## src/rtl/rpmf_pkg.sv

```systemverilog
// Shared types and constants for the running row mean block.
`timescale 1ns / 1ps

package rpmf_pkg;

  localparam int SUM_W    = 32;
  localparam int COLUMN_BITS = 16;
  localparam int DIV_W    = COLUMN_BITS + 1;
  localparam int RW_W     = 16;
  localparam int CNT_W    = $clog2(SUM_W);
  localparam logic [RW_W-1:0] ROW_WIDTH_RESET = 16'd1024;

  typedef enum logic [1:0] {
    ST_IDLE,
    ST_DIV,
    ST_FIX
  } state_t;

  typedef struct packed {
    logic load;
    logic step;
    logic fix;
  } dp_cmd_t;

endpackage

```

## src/rtl/rpmf_ctrl.sv

```systemverilog
// Controller: sequences loading, divider iterations and the result handoff.
`timescale 1ns / 1ps

module rpmf_ctrl
  import rpmf_pkg::*;
(
  input  logic    clk,
  input  logic    rst_n,
  input  logic    in_tvalid,
  output logic    in_tready,
  output logic    out_tvalid,
  input  logic    out_tready,
  output dp_cmd_t cmd
);

  state_t           state_r, state_nxt;
  logic [CNT_W-1:0] cnt_r, cnt_nxt;
  logic             out_valid_r, out_valid_nxt;

  always_ff @(posedge clk) begin
    if (!rst_n) begin
      state_r     <= ST_IDLE;
      cnt_r       <= '0;
      out_valid_r <= 1'b0;
    end else begin
      state_r     <= state_nxt;
      cnt_r       <= cnt_nxt;
      out_valid_r <= out_valid_nxt;
    end
  end

  always_comb begin
    state_nxt     = state_r;
    cnt_nxt       = cnt_r;
    out_valid_nxt = out_valid_r && !out_tready;
    in_tready     = 1'b0;
    cmd           = '0;
    case (state_r)
      ST_IDLE: begin
        in_tready = 1'b1;
        if (in_tvalid) begin
          cmd.load  = 1'b1;
          cnt_nxt   = '0;
          state_nxt = ST_DIV;
        end
      end
      ST_DIV: begin
        cmd.step = 1'b1;
        cnt_nxt  = cnt_r + 1'b1;
        if (cnt_r == CNT_W'(SUM_W - 1)) begin
          state_nxt = ST_FIX;
        end
      end
      ST_FIX: begin
        // The finished item moves to the output register once it is free.
        if (!out_valid_r || out_tready) begin
          cmd.fix       = 1'b1;
          out_valid_nxt = 1'b1;
          state_nxt     = ST_IDLE;
        end
      end
      default: begin
        state_nxt = ST_IDLE;
      end
    endcase
  end

  assign out_tvalid = out_valid_r;

endmodule

```

## src/rtl/rpmf_dp.sv

```systemverilog
// Datapath: row sum, column, row width register and restoring floor divider.
`timescale 1ns / 1ps

module rpmf_dp
  import rpmf_pkg::*;
(
  input  logic             clk,
  input  logic             rst_n,
  input  dp_cmd_t          cmd,
  input  logic             cfg_wr_en,
  input  logic [RW_W-1:0]  cfg_wr_data,
  input  logic [SUM_W-1:0] sample,
  output logic [SUM_W-1:0] mean
);

  logic [RW_W-1:0]        row_width_r;
  logic [SUM_W-1:0]       sum_r, sum_nxt;
  logic [COLUMN_BITS-1:0] column_r, column_nxt;
  logic [DIV_W-1:0]       next_pos;
  logic                   row_end;
  logic [SUM_W-1:0]       new_sum;

  logic                   neg_r;
  logic [DIV_W-1:0]       den_r;
  logic [DIV_W-1:0]       rem_r;
  logic [SUM_W-1:0]       quo_r;
  logic [SUM_W-1:0]       mean_r;

  logic [DIV_W:0]         rem_shift;
  logic [DIV_W:0]         diff;

  assign new_sum  = sum_r + sample;
  assign next_pos = {1'b0, column_r} + 1'b1;
  assign row_end  = (32'(next_pos) >= 32'(row_width_r)) || (column_r == '1);

  always_comb begin
    sum_nxt    = sum_r;
    column_nxt = column_r;
    if (cmd.load) begin
      if (row_end) begin
        sum_nxt    = '0;
        column_nxt = '0;
      end else begin
        sum_nxt    = new_sum;
        column_nxt = next_pos[COLUMN_BITS-1:0];
      end
    end
  end

  always_ff @(posedge clk) begin
    if (!rst_n) begin
      row_width_r <= ROW_WIDTH_RESET;
      sum_r       <= '0;
      column_r    <= '0;
    end else begin
      if (cfg_wr_en) begin
        row_width_r <= cfg_wr_data;
      end
      sum_r    <= sum_nxt;
      column_r <= column_nxt;
    end
  end

  // One restoring step: shift in the next dividend bit and try to subtract.
  assign rem_shift = {rem_r, quo_r[SUM_W-1]};
  assign diff      = rem_shift - {1'b0, den_r};

  always_ff @(posedge clk) begin
    if (cmd.load) begin
      neg_r <= new_sum[SUM_W-1];
      den_r <= next_pos;
      rem_r <= '0;
      quo_r <= new_sum[SUM_W-1] ? (~new_sum + 1'b1) : new_sum;
    end else if (cmd.step) begin
      if (!diff[DIV_W]) begin
        rem_r <= diff[DIV_W-1:0];
        quo_r <= {quo_r[SUM_W-2:0], 1'b1};
      end else begin
        rem_r <= rem_shift[DIV_W-1:0];
        quo_r <= {quo_r[SUM_W-2:0], 1'b0};
      end
    end
    if (cmd.fix) begin
      // Floor of a negative quotient: -(q + 1) = ~q when a remainder is left.
      if (!neg_r) begin
        mean_r <= quo_r;
      end else if (rem_r != '0) begin
        mean_r <= ~quo_r;
      end else begin
        mean_r <= ~quo_r + 1'b1;
      end
    end
  end

  assign mean = mean_r;

endmodule

```

## src/rtl/row_prefix_mean_floor_core.sv

```systemverilog
// Top level of the running row mean block.
`timescale 1ns / 1ps

// Takes signed 32-bit samples and, for each one, returns the floor of the
// wrapped running row sum divided by the sample's column plus one. The row
// restarts after row_width samples (reset value 1024), set through the
// cfg_wr_en / cfg_wr_data port; the user is to write it only while the block
// is idle, which the block does not enforce. The sum and column update at the
// edge that accepts an item. The result lands in the output register after
// 32 restoring divider iterations, one quotient bit per cycle, and a floor
// correction once it is free; no new item is taken before then. The next item
// is accepted while a finished result still waits in the output register.
module row_prefix_mean_floor_core
  import rpmf_pkg::*;
(
  input  logic             clk,
  input  logic             rst_n,
  input  logic             in_tvalid,
  output logic             in_tready,
  input  logic [SUM_W-1:0] in_tdata,    // [31:0] sample
  output logic             out_tvalid,
  input  logic             out_tready,
  output logic [SUM_W-1:0] out_tdata,   // [31:0] mean
  input  logic             cfg_wr_en,
  input  logic [RW_W-1:0]  cfg_wr_data
);

  dp_cmd_t cmd;

  rpmf_ctrl u_ctrl (
    .clk        (clk),
    .rst_n      (rst_n),
    .in_tvalid  (in_tvalid),
    .in_tready  (in_tready),
    .out_tvalid (out_tvalid),
    .out_tready (out_tready),
    .cmd        (cmd)
  );

  rpmf_dp u_dp (
    .clk         (clk),
    .rst_n       (rst_n),
    .cmd         (cmd),
    .cfg_wr_en   (cfg_wr_en),
    .cfg_wr_data (cfg_wr_data),
    .sample      (in_tdata),
    .mean        (out_tdata)
  );

endmodule
```

## config.mk

```make
export PLATFORM = sky130hd
export DESIGN_NAME = row_prefix_mean_floor_core
export DESIGN_NICKNAME = d
export VERILOG_FILES = /design/src/rtl/rpmf_pkg.sv /design/src/rtl/rpmf_ctrl.sv /design/src/rtl/rpmf_dp.sv /design/src/rtl/row_prefix_mean_floor_core.sv
export SDC_FILE = /design/constraint.sdc
export NUM_CORES = 1
export LEC_CHECK = 0
export BUFFER_PORTS_ARGS = -buffer_cell sky130_fd_sc_hd__buf_4
export CAP_MARGIN = 20
export CORE_MARGIN = 5
export CORE_UTILIZATION = 35
export DETAILED_ROUTE_END_ITERATION = 16
export GPL_ROUTABILITY_DRIVEN = 0
export GPL_TIMING_DRIVEN = 1
export PLACE_DENSITY = 0.51
export SYNTH_ARGS = -nofsm -noshare
export SYNTH_HDL_FRONTEND = slang
export SYNTH_SLANG_ARGS = --single-unit
export TNS_END_PERCENT = 5
```

## constraint.sdc

```tcl
create_clock -name clk -period 6.24 [get_ports clk]
set_input_delay 0.312 -clock clk [delete_from_list [all_inputs] [get_ports clk]]
set_output_delay 0.312 -clock clk [all_outputs]
set_load 0.01 [all_outputs]
```

Yosys cells after proc, flatten, opt, wreduce, memory -nomap -nowiden:

Cells that the tools add are included.

* register bits: 171
* bits of input ports: 53
* output and inout bits: 34
* logic and storage cells: 61

* add/subtract/negate cells: 6
* magnitude comparators: 1
* equality and inequality tests: 7
* muxes and demuxes: 23
* bitwise logic cells: 2
* reduce and logical (&&, ||, !) cells: 11

Operators with widths (count)
* 2-to-1 mux 32 bit: 6
* adder 32 x 1 -> 32 bit, second input constant: 2
* inverter 32 bit: 2
* adder 32 bit: 1
* subtractor 18 x 17 -> 18 bit: 1
* adder 16 x 1 -> 17 bit, second input constant: 1
* greater-or-equal comparator 17 x 16 -> 1 bit: 1
* 2-to-1 mux 17 bit: 1
* nonzero test 17 bit: 1
* equality test 16 bit, second input constant: 1
* 2-to-1 mux 16 bit: 1
* one-hot mux 5 bit (2 select lines): 1
* 2-to-1 mux 1 bit: 9
* 2-to-1 mux 2 bit: 3
* one-hot mux 2 bit (3 select lines): 1
* adder 5 x 1 -> 5 bit, second input constant: 1
* equality test 5 bit, second input constant: 1
* 2-to-1 mux 5 bit: 1
* != test 2 x 1 -> 1 bit, second input constant: 2
* nonzero test 2 bit: 2
* AND reduction 3 bit: 1
* equality test 2 x 1 -> 1 bit, second input constant: 1
* equality test 2 bit, second input constant: 1
* logical NOT 1 bit: 2
* 5 further kinds: 6

Longest topological paths before layout:

* depth in word-level cells: 5
* depth in mapped cells: 18
* mapped depth without buffers: 17

Cells and area by module:

From an unflattened synthesis, not the netlist that was laid out.

* cell total of the unflattened synthesis: 1255
* area, all modules: 11424.7 um2

By module, submodules not included
* rpmf_dp: times used 1, cells an instance 1213, area an instance 11039.3 um2, seq. area each 4083.9 um2
* rpmf_ctrl: times used 1, cells an instance 42, area an instance 385.4 um2, seq. area each 160.2 um2

Worst setup path before layout:

Ideal clock, no wire load.

* path kind: register -> register
* from: register u_dp.column_r[2]
* to: register u_dp.column_r[6]
* setup time: 0.076 ns
* arrival: 4.412 ns
* required time: 6.164 ns
* path slack: 1.752 ns
* cell stages (with the launch flop): 18
* path buffers: 2
* period minus slack after synthesis: 4.488 ns
* cells stage by stage: dfxtp_1 -> and3_1 -> and3_1 -> and3_1 -> and3_1 -> and3_1 -> nand3_1 -> nor2_1 -> xor2_1 -> ha_1 -> a21oi_1 -> nand2_1 -> or3_1 -> o41ai_1 -> clkbuf_1 -> clkbuf_1 -> nand3_1 -> a21boi_0

* cells in the longest elaborated chain, start to end: 4
* elaborated cells between the ends (all ways): 5
* those cells by class: add/sub (1); order compare (1); eq/ne (1); mux (1); reduce/logical (1)

RTL lines
* start, declared: RTL line rpmf_dp.sv:18 `logic [COLUMN_BITS-1:0] column_r, column_nxt;`
* start signal, assigned: RTL line rpmf_dp.sv:60 `column_r <= column_nxt;`
* adder 16 x 1 -> 17 bit: RTL line rpmf_dp.sv:33 `assign next_pos = {1'b0, column_r} + 1'b1;`
* net u_dp.next_pos[15]: RTL line rpmf_dp.sv:19 `logic [DIV_W-1:0] next_pos;`
* greater-or-equal comparator 17 x 16 -> 1 bit: RTL line rpmf_dp.sv:34 `assign row_end = (32'(next_pos) >= 32'(row_width_r)) || (column_r == '1);`
* logical OR 1 bit: RTL line rpmf_dp.sv:34
* 2-to-1 mux 16 bit: RTL line rpmf_dp.sv:40 `if (row_end) begin`

The timed path passes the listed nets, and every way through them passes these cells.
A chain may end at the register's enable or synchronous reset.

Final worst setup path:

* from: register u_dp.column_r[2]
* to: register u_dp.column_r[12]

The elaborated chain is that of the path after synthesis.

==> summary.md <==
| Metric | Value |
|---|---|
| HP Class | input port to register |
| Post-Place Cells | 1,692 |
| Leak | 5.081 nW |
| Maximum vdd ir drop | 191.9 uV |
| Post-synth ARST share | 0% |
| Setup WS pre-CTS | 1.575 ns |
| Seq/Total Area, Yosys | 37.58% |
| Initial antenna violation count | 0 |
| Final worst path period share | 74.73% |
| R2R Path Start | u_dp.column_r[2] |
| Final setup viols | 0 |
| Drt pass-1 iters | 5 |
| Grt ovf | 0 |
| Total CTS buffers | 17 |
| Avg Synthesized Cell Area | 8.999 sq um |
| PD cells | 349.4 mW/mm^2 |
| Largest net degree at the start of global routing | 100 |
| Maxcap violations | 0 |
| Die Footprint | 0.03596 sq mm |
| Largest family of logic cells by synthesized area | simple AND/OR/NAND/NOR gates |
| Design Power | 0.004515 W |
| Synth Area in XOR/XNOR | 7.833% |
| CTS tree | built |
| NetSw | 0.001729 W |
| I/O Buffers | 86 |
| Int Power | 0.002787 W |
| Final WS setup | 1.577 ns |
| CP Class | register to register |
| Fraction of layout cells with a size suffix above 1 | 11.50% |
| Startpoint Class | register |
| # resized after CTS | 0 |
| Final wirelength | 28,520 um |
| Reg clk slew, reported paths | 0.07 ns |
| Layout Nets | 1,433 |
| Gr usage total | 15.97% |
| Area share of and/or/nand/nor cells after synthesis | 19.98% |
| Synth warnings | 0 |
| Post-route antenna net violation count | 0 |
| Post-DP HPWL | 21,460 um |
| Wire per inst | 16.55 um |
| Worst-Margin Slew | 1.033 ns |
| Clock group share of total power | 24.6% |
| Setup TNS | 0 ns |
| Rel. slew slack | 31.14% |
| Reg power frac | 34.6% |
| Via/cell ratio | 5.273 |
| Die height | 189.6 um |
| RSZ-0062 raised after global routing | no |
| Initial Utilization | 35.61% |
| Row Count | 65 |
| Main synth FF type | dfxtp_1 |
| Area delta synth->final | 14.44% |
| Root Buffer | clkbuf_16 |
| Sw Share | 38.28% |
| Clock Path Buffers | 2 |
| Compound-cell area share of the yosys netlist | 19.82% |
| Logic pwr share | 40.8% |
| CTS Sinks | 171 |
| Hold_buf cts | 0 |
| Syn Inst Count | 1,255 |
| Vias post-DR | 9,091 |
| Critical Path Start | u_dp.column_r[2] |
| Final Non-Filler Cells | 1,724 |
| Syn_nets | 1,379 |
| Req. time, crit path | 6.59 ns |
| Die width | 189.6 um |
| Placed Area | 0.01231 sq mm |
| DR iter-0 viols | 602 |
| Post-synth EDFFs | 82 |
| DRC | 0 |
| Final Hold Viols | 0 |
| Final slew viol count | 0 |
| First-pass GRT wire length | 47,110 um |
| Post-CTS Setup Inserts | 0 |
| Mapped Area | 0.01129 sq mm |
| Status | finished, final reports clean |
| Critical path arrival | 5.01 ns |
| Min cycle time layout | 4.663 ns |
| Synth Area in Adders | 7.999% |
| Setup crit end kind | register |
| Number of global-route vias before repair | 8,767 |
| Num ports | 87 |
| Hold wc startpoint | cfg_wr_data[10] |
| Critical path peak fanout | 61 |
| Fin area | 0.01292 sq mm |
| Flops & latches, synth | 171 |
| N_diodes | 0 |
| Setup Skew | 0.01467 ns |
| Distinct cells, synth | 70 |
| Core area | 0.03172 sq mm |
| Mux contribution to synthesized area | 2.858% |
| H-tree levels | 4 |
| Fmax | 214.4 MHz |
| Clk Latency, worst-skew pair | 0.44 ns |
## cell type report
cell class / instances / area (sq um)
multi-input combinational: 966 / 6630
fill: 3203 / 18790
sequential: 171 / 4244
tap: 402 / 503.0
clock inverter: 14 / 172.7
timing repair buffer: 96 / 720.7
clock buffer: 18 / 439.2
inverter: 57 / 214.0
## cell usage after synthesis (all sizes together), types with 7 or more instances
| cell type | number | area share (%) |
|---|---|---|
| dfxtp | 89 | 16 |
| a22oi | 37 | 2.5 |
| nand2b | 12 | 0.66 |
| or2 | 7 | 0.39 |
| xor2 | 34 | 2.6 |
| a21oi | 52 | 2.3 |
| a211oi | 23 | 1.5 |
| clkbuf | 58 | 1.9 |
| nand4 | 18 | 1.0 |
| a21boi | 18 | 1.2 |
| mux2i | 30 | 2.7 |
| nand3b | 11 | 0.73 |
| nor4 | 9 | 0.50 |
| a21o | 19 | 1.3 |
| o211ai | 10 | 0.66 |
| xnor2 | 67 | 5.2 |
| and2 | 10 | 0.55 |
| inv | 57 | 1.9 |
| and3 | 10 | 0.55 |
| o41ai | 7 | 0.71 |
| o31ai | 13 | 0.95 |
| or4 | 14 | 1.1 |
| a31oi | 7 | 0.39 |
| nand2 | 109 | 3.6 |
| ha | 69 | 7.6 |
| o21a | 11 | 0.73 |
| nor3 | 30 | 1.3 |
| nor2b | 77 | 4.3 |
| nor2 | 60 | 2.0 |
| o21ai | 95 | 4.2 |
| nand3 | 32 | 1.4 |
| or3 | 13 | 0.76 |
| edfxtp | 82 | 22 |
## flip-flops by register name, summed over array words and instances, names as in the netlist
signal and cells:
u_dp.sum_r 32, u_ctrl.out_tvalid 1, u_dp.quo_r 32, u_dp.mean 32, u_dp.column_r 16, u_ctrl.cnt_r 5
u_ctrl.state_r 2, u_dp.neg_r 1, u_dp.rem_r 17, u_dp.den_r 17, u_dp.row_width_r 16
## metrics by stage
stage,hold slack [ns],utilization [%]
after floorplan,0.4424,-
after global placement,0.4615,38.82
after detailed placement,0.4742,38.82
after CTS,0.09783,40.75
after global routing,0.1215,40.75
final,0.1132,40.75
## worst max-delay path, cell delays in order, from the launching register on
cell and delay (ns):
dfxtp_1 0.39, and3_1 0.25, and3_1 0.25, and3_1 0.25
and3_1 0.25, and3_1 0.25, nand3_1 0.18, nor2_1 0.24
xor2_1 0.22, ha_1 0.29, a21oi_1 0.16, nand2_1 0.06
or3_1 0.37, o41ai_2 0.32, buf_4 0.59, nor2b_1 0.20
o21ai_0 0.07, a21boi_0 0.20
## cells by family (layout without fill, tap and decap cells)
group | count (synthesis) | count (layout)
and+or+nand+nor | 426 | 426
muxes | 32 | 32
xor gates and xnor gates | 101 | 101
buffers and inverters | 118 | 185
DFF | 171 | 171
adders and majority gates | 71 | 71
AOI/OAI and AO/OA | 336 | 336
## power groups by stage
stage                     registers, W  logic [W]  clock network [W]
final                          0.00156    0.00184            0.00111
after global routing           0.00159    0.00208            0.00119
after CTS                      0.00156    0.00185            0.00115
after detailed placement       0.00159    0.00184                  0
after global placement         0.00158    0.00183                  0
after floorplan                0.00152    0.00142                  0
## path summary, 6_finish.rpt
kind / cells after the start / slack (ns) / to
worst max-delay path: 17 / 1.58 / u_dp.column_r[12]
worst min-delay path: 3 / 0.11 / u_dp.row_width_r[10]
worst max register to register: 17 / 1.58 / u_dp.column_r[12]
worst min register to register: 2 / 0.48 / u_dp.sum_r[27]
## per-layer routing
layer | global-route usage [%] | vias up | share of wire (%)
met5 | 0 | - | 0
met4 | 3.450 | 0 | 1.0
met3 | 2.679 | 19 | 4.1
met2 | 23.23 | 160 | 41
met1 | 24.75 | 4201 | 54
li1 | - | 4711 | -
## cells in the final DEF (no fill, tap or decap), types with 17 or more instances in the layout
cell and instances:
a211oi_1 23, a21boi_0 18, a21o_1 19, a21oi_1 52, a22oi_1 37, buf_4 96
clkbuf_16 17, dfxtp_1 89, edfxtp_1 82, ha_1 69, inv_1 57, mux2i_1 30
nand2_1 108, nand3_1 32, nand4_1 18, nor2_1 60, nor2b_1 76, nor3_1 30
o21ai_0 94, xnor2_1 67, xor2_1 33
No activity file was read; power rests on OpenSTA's default activity.
